<file path="src/hw/rtl/voxel_density_splat_core_macros.svh">
// Assertion macros for the voxel density splat core.
`ifndef VOXEL_DENSITY_SPLAT_CORE_MACROS_SVH
`define VOXEL_DENSITY_SPLAT_CORE_MACROS_SVH
`ifndef SYNTHESIS
`define VDS_ASSERT_NOW(lbl, ante, cons) \
  lbl: assert property (@(posedge clk_i) disable iff (!rst_ni) (ante) |-> (cons)) \
    else $error("vds assertion failed");
`define VDS_ASSERT_NEXT(lbl, ante, cons) \
  lbl: assert property (@(posedge clk_i) disable iff (!rst_ni) (ante) |=> (cons)) \
    else $error("vds assertion failed");
`else
`define VDS_ASSERT_NOW(lbl, ante, cons)
`define VDS_ASSERT_NEXT(lbl, ante, cons)
`endif
`endif

</file>
<file path="src/hw/rtl/vds_pkg.sv">
// Shared constants, types and address helper for the voxel density splat core.
package vds_pkg;

  localparam int GRID_DIM      = 32;
  localparam int MAX_HALF_SPAN = 4;

  localparam int CELLS = GRID_DIM * GRID_DIM * GRID_DIM;
  localparam int AW    = $clog2(CELLS);
  localparam int IW    = $clog2(GRID_DIM);
  localparam int NK    = 2 * MAX_HALF_SPAN + 1;
  localparam int KW    = $clog2(NK);
  localparam int SPW   = $clog2(MAX_HALF_SPAN + 1);
  localparam int CW    = 20;
  localparam int RW    = CW + 1;
  localparam int OPW   = RW + 2;
  localparam int PW    = OPW + 17;
  localparam int XW    = PW - 16;

  typedef enum logic [1:0] {
    KIND_SPLAT     = 2'd0,
    KIND_CLR_MASK  = 2'd1,
    KIND_CLR_GRID  = 2'd2,
    KIND_READ      = 2'd3
  } kind_e;

  typedef enum logic [2:0] {
    REG_ORIGIN_X = 3'd0,
    REG_ORIGIN_Y = 3'd1,
    REG_ORIGIN_Z = 3'd2,
    REG_INV_RES  = 3'd3,
    REG_SIZE_X   = 3'd4,
    REG_SIZE_Y   = 3'd5,
    REG_SIZE_Z   = 3'd6
  } reg_e;

  typedef enum logic [1:0] {
    MODE_SPAN  = 2'd0,
    MODE_ROUND = 2'd1,
    MODE_FLOOR = 2'd2,
    MODE_CEIL  = 2'd3
  } mul_mode_e;

  typedef struct packed {
    logic                  valid;
    mul_mode_e             mode;
    logic signed [OPW-1:0] opa;
    logic [15:0]           opb;
  } mul_req_t;

  typedef struct packed {
    logic          inb;
    logic          eq;
    logic [IW-1:0] idx;
  } axis_ent_t;

  function automatic logic [AW-1:0] cell_addr(logic [IW-1:0] x, logic [IW-1:0] y,
                                              logic [IW-1:0] z);
    logic [AW-1:0] g;
    g = AW'(GRID_DIM);
    return (AW'(x) * g + AW'(y)) * g + AW'(z);
  endfunction

endpackage

</file>
<file path="src/hw/rtl/vds_idx_unit.sv">
// Shared multiplier with floor, ceil, round and span post-scaling.
module vds_idx_unit import vds_pkg::*; (
  input  logic                 clk_i,
  input  logic                 rst_ni,
  input  mul_req_t             req_i,
  output logic signed [XW-1:0] res_o
);

  logic signed [PW-1:0] prod_q;
  mul_mode_e            mode_q;
  logic signed [PW-1:0] adj;

  always_ff @(posedge clk_i or negedge rst_ni) begin
    if (!rst_ni) begin
      mode_q <= MODE_SPAN;
    end else if (req_i.valid) begin
      mode_q <= req_i.mode;
    end
  end

  always_ff @(posedge clk_i) begin
    if (req_i.valid) begin
      prod_q <= $signed(req_i.opa) * $signed({1'b0, req_i.opb});
    end
  end

  always_comb begin
    adj = prod_q;
    case (mode_q)
      MODE_SPAN:  adj = prod_q >>> 1;
      MODE_ROUND: adj = prod_q[PW-1] ? prod_q + PW'(32767) : prod_q + PW'(32768);
      MODE_FLOOR: adj = prod_q;
      MODE_CEIL:  adj = prod_q + PW'(65535);
      default:    adj = prod_q;
    endcase
    res_o = XW'(adj >>> 16);
  end

endmodule

</file>
<file path="config.mk">
export PLATFORM = sky130hd
export DESIGN_NAME = vds_idx_unit
export DESIGN_NICKNAME = d
export VERILOG_FILES = /design/src/hw/rtl/voxel_density_splat_core_macros.svh /design/src/hw/rtl/vds_pkg.sv /design/src/hw/rtl/vds_idx_unit.sv
export SDC_FILE = /design/constraint.sdc
export NUM_CORES = 1
export LEC_CHECK = 0
export BUFFER_PORTS_ARGS = -buffer_cell sky130_fd_sc_hd__buf_2
export CAP_MARGIN = 15
export CELL_PAD_IN_SITES_DETAIL_PLACEMENT = 1
export CELL_PAD_IN_SITES_GLOBAL_PLACEMENT = 2
export CORE_MARGIN = 1
export CORE_UTILIZATION = 44
export CTS_CLUSTER_DIAMETER = 80
export DETAILED_ROUTE_END_ITERATION = 10
export GPL_ROUTABILITY_DRIVEN = 1
export PLACE_DENSITY_LB_ADDON = 0.1
export SLEW_MARGIN = 20
export SYNTH_ARGS = -nofsm -noshare
export SYNTH_HDL_FRONTEND = slang
export SYNTH_SLANG_ARGS = --single-unit
export TNS_END_PERCENT = 50
</file>
<file path="constraint.sdc">
create_clock -name clk_i -period 3.4 [get_ports clk_i]
set_input_delay 0 -clock clk_i [delete_from_list [all_inputs] [get_ports clk_i]]
set_output_delay 0 -clock clk_i [all_outputs]
set_load 0.01 [all_outputs]
</file>
==> results list <==
- The run finished, with violations left.
- The checks that failed: negative setup slack.
* Die outline height: a little under 200 um
- Timing would allow up to between 0.15 and 0.2 GHz.
- The worst path uses 160% of the clock period.
- Buffer cell driving the clock tree root: sky130_fd_sc_hd__clkbuf_16
- CTS buffer count: 5
* Area of all placed cells without fillers: slightly below 20,000 um2
* Max-capacitance violation count: 0
* Data required time at the worst endpoint: 3430 ps
* Antenna diode count: 0
- The min-delay analysis places its worst path in the category primary input to async pin.
- The die is slightly below 200 um wide.
- Multiplexer share of the synthesized area: less than 1%
- Dividing the detail-routed wire length by the instance count gives around 18 um.
- The later pin in the worst-skew pair is clocked with a latency of about 290 ps.
- Starting density of the core: between 40 and 50%
* Area share of and/or/nand/nor cells after synthesis: between 15 and 20%
- In the synthesized netlist, the number of instances is ~1,900.
* Combinational family with the most area after synthesis: adder cells
* Post-layout instance count excluding filler cells: between 2,000 and 3,000
- Leading cell types in the layout, fill and taps excluded: sky130_fd_sc_hd__inv_1 (458), sky130_fd_sc_hd__fa_1 (351), sky130_fd_sc_hd__nand2_1 (269)
- Routability congestion estimate: ~0.88
- Sequential area share after synthesis: 7.68%
- Final Net Count: approximately 2,600
* Syn Std Cell Area: 16,300 um2
- In this run, placement finished with an instance count of approximately 2,500.
* Data arrival time of the worst path: between 5000 and 6000 ps
- Entering global routing, the biggest net connects 50 pins.
* Global-route wire length before repair: 77,000 um
- Of the cells placed in the final design, the portion with a size suffix greater than 1 is between 10% and 20%.
* Commonest non-fill, non-tap cell in the layout: sky130_fd_sc_hd__inv_1
* Half-perimeter wire length after placement: ~40,000 um
- Setup repair after global routing could not meet its margin everywhere.
- GRT overflow: 0
- In this run the tightest slew margin relative to its limit is between 30 and 40%.
- Reg clk slew, reported paths: about 60 ps
- Global routing consumed, over all layers together, 25.6% of the routing resources.
* Setup Crit Path Kind: primary input to flop
- In this run the standard cell core region covers between 30,000 and 40,000 um2.
- Core Rows: 70
- Number of search-and-repair iterations in the first detailed-routing pass: 5
* Measured slew at the worst slew-check pin: roughly 1000 ps
* Clock Sinks: 42
* Share of flip-flops with an asynchronous set or reset after synthesis: under 10%
* Full die area: about 38,000 um2
- The final-report hold violation count is 0.
* Number of synthesized flops with an enable pin: 40
* Detail Route Antenna Nets: 0
- Total placed instance area: 18,800 um2
* # setup viols final: 33
* Total wirelength of the detailed-routed design: about 46,000 um
- Clock Skew: 0 ps
- Post-synthesis area per instance: around 8.8 um2
- Of the total synthesized cell area, the portion taken by full adders, half adders and majority gates is 52.3%.
- Initial antenna violation count: 0
* Most used DFF post-synth: sky130_fd_sc_hd__edfxtp_1
- Number of warnings printed during yosys synthesis: 0
- CTS built an H-tree with a depth of 2.
- Vias per cell: roughly 5.0
- Summing the areas of all compound-gate instances in the mapped netlist gives between 6 and 7% of the synthesized area.
- After synthesis, the netlist uses between 60 and 70 different library cells.
- The clock passes through at most 2 buffers.
- The worst setup path is launched from a primary input.
* Post-synthesis share of cell area spent on xor and xnor gates: 4.41%
- Of all nets on the critical path, the largest fanout is 5.
- Counting every net in the synthesized netlist gives roughly 2,400.
- Via count of the routed design: approximately 13,000
* Number of global-route vias before repair: approximately 15,000
- During placement, the flow inserted port buffers numbering between 60 and 70.
- TritonCTS built the clock tree.
- Sort of element at the end of the critical path: flop
- DRC violation total after the first TritonRoute iteration: 383
* Area added between synthesis and finish: 20.9%
- The smallest clock period supported by the final layout is computed as around 5400 ps.
* Final setup margin: -2030 ps
- For this design the top-level I/O count stands at 68.
- Final Max Tran Viols: 0
- Synthesis-stage register bit count: 42
- DRC viols: 0
[path summary, 6_finish.rpt]
check / startpoint / to / slack, ps / cells past startpoint
worst max-delay path: req_i[6] / prod_q[38] / -2030 / 22
worst min-delay path: rst_ni / mode_q[1] / 30 / 2
worst max register to register: mode_q[0] / mode_q[0] / 2210 / 2
worst min register to register: mode_q[1] / mode_q[1] / 1020 / 2
max in group asynchronous: rst_ni / mode_q[0] / 3270 / 2
min in group clk_i: req_i[2] / prod_q[2] / 380 / 4
[routing by layer]
metal,vias up,wire (um),track usage (%)
met2,203,22400,44.8
met1,6599,21400,35.4
met3,41,1350,1.93
met5,-,0,0
met4,0,497,3.50
li1,5974,-,-
[synth_stat cells (all sizes together), types with 3 or more instances]
cell type  instances  area share [%]
a21oi             53             1.6
o21bai             6            0.28
ha               101             7.8
and3              10            0.39
edfxtp            40             7.4
inv              468              11
nand3             17            0.55
o21a              11            0.51
or2                3            0.12
a31oi              8            0.31
a211oi             5            0.26
a2111oi            3            0.17
o2111ai            3            0.16
nor3              11            0.37
mux2i              3            0.18
nor2              57             1.3
a41oi              3            0.16
o21ai             32             1.0
and4               4            0.21
nand2            276             6.4
nand4             15            0.58
o31a               3            0.16
xor2              37             2.0
a21o              11            0.51
or3                3            0.12
xnor2             45             2.4
fa               363              45
nor2b              3            0.12
and2             150             5.8
clkbuf            72             1.7
nor4               7            0.27
nand2b             3            0.12
buf                5            0.20
[cell families after synthesis]
family                     Yosys count
and+or+nand+nor                    564
muxes                                5
DFF                                 42
buffers and inverters              545
xor gates and xnor gates            82
adders and majority gates          464
AOI/OAI and AO/OA                  156
[stage by stage]
step	TNS (ps)	hold WS (ps)	setup WS (ps)	utilization, %
3_5_place_dp	-68360	-210	-2590	51.6
2_1_floorplan	-47160	-296	-2070	-
4_1_cts	-51040	25.6	-2040	53.4
3_3_place_gp	-66250	-215	-2490	51.6
5_1_grt	-56970	31.3	-2210	54.0
6_report	-50840	30.2	-2030	54.0
[timing repair]
item / CTS / global route
hold buffers: 3 / 0
resized for setup: 102 / 38
endpoints found under the setup margin: 34 / 35
pin swaps: 39 / 22
hold endpoints to repair: 4 / 0
setup buffers: 5 / 6
cloned: 2 / 0
[flip-flops by register name (all words and copies together) (netlist names)]
signal  count
prod_q     40
mode_q      2
[layout make-up]
cell class / instances / area [um2]
fillers: 4314 / 16800
flip-flops and latches: 42 / 1250
clock buffers: 5 / 125
multi-input cells: 1271 / 13500
repair buffers: 298 / 2420
inverters: 468 / 1760
well taps: 468 / 586
clock inverters: 3 / 20.0
[critical path, stage by stage]
cell                        delay [ps]
sky130_fd_sc_hd__buf_12            120
sky130_fd_sc_hd__buf_12            130
sky130_fd_sc_hd__and2_4            140
sky130_fd_sc_hd__fa_1              530
sky130_fd_sc_hd__inv_2              50
sky130_fd_sc_hd__fa_1              470
sky130_fd_sc_hd__fa_1              510
sky130_fd_sc_hd__inv_1              50
sky130_fd_sc_hd__fa_1              480
sky130_fd_sc_hd__fa_1              520
sky130_fd_sc_hd__inv_1              50
sky130_fd_sc_hd__fa_1              490
sky130_fd_sc_hd__inv_2              50
sky130_fd_sc_hd__ha_4              280
sky130_fd_sc_hd__nand2_4            50
sky130_fd_sc_hd__or3_4             390
sky130_fd_sc_hd__or3_4             350
sky130_fd_sc_hd__o2111ai_4         240
sky130_fd_sc_hd__nand3_2           110
sky130_fd_sc_hd__nand3b_1          180
sky130_fd_sc_hd__o21a_1            180
sky130_fd_sc_hd__o311ai_2           90
Power is left out: the tool's default activity adds up to more than one toggle a clock period on the data nets, which glitch-free logic cannot reach.
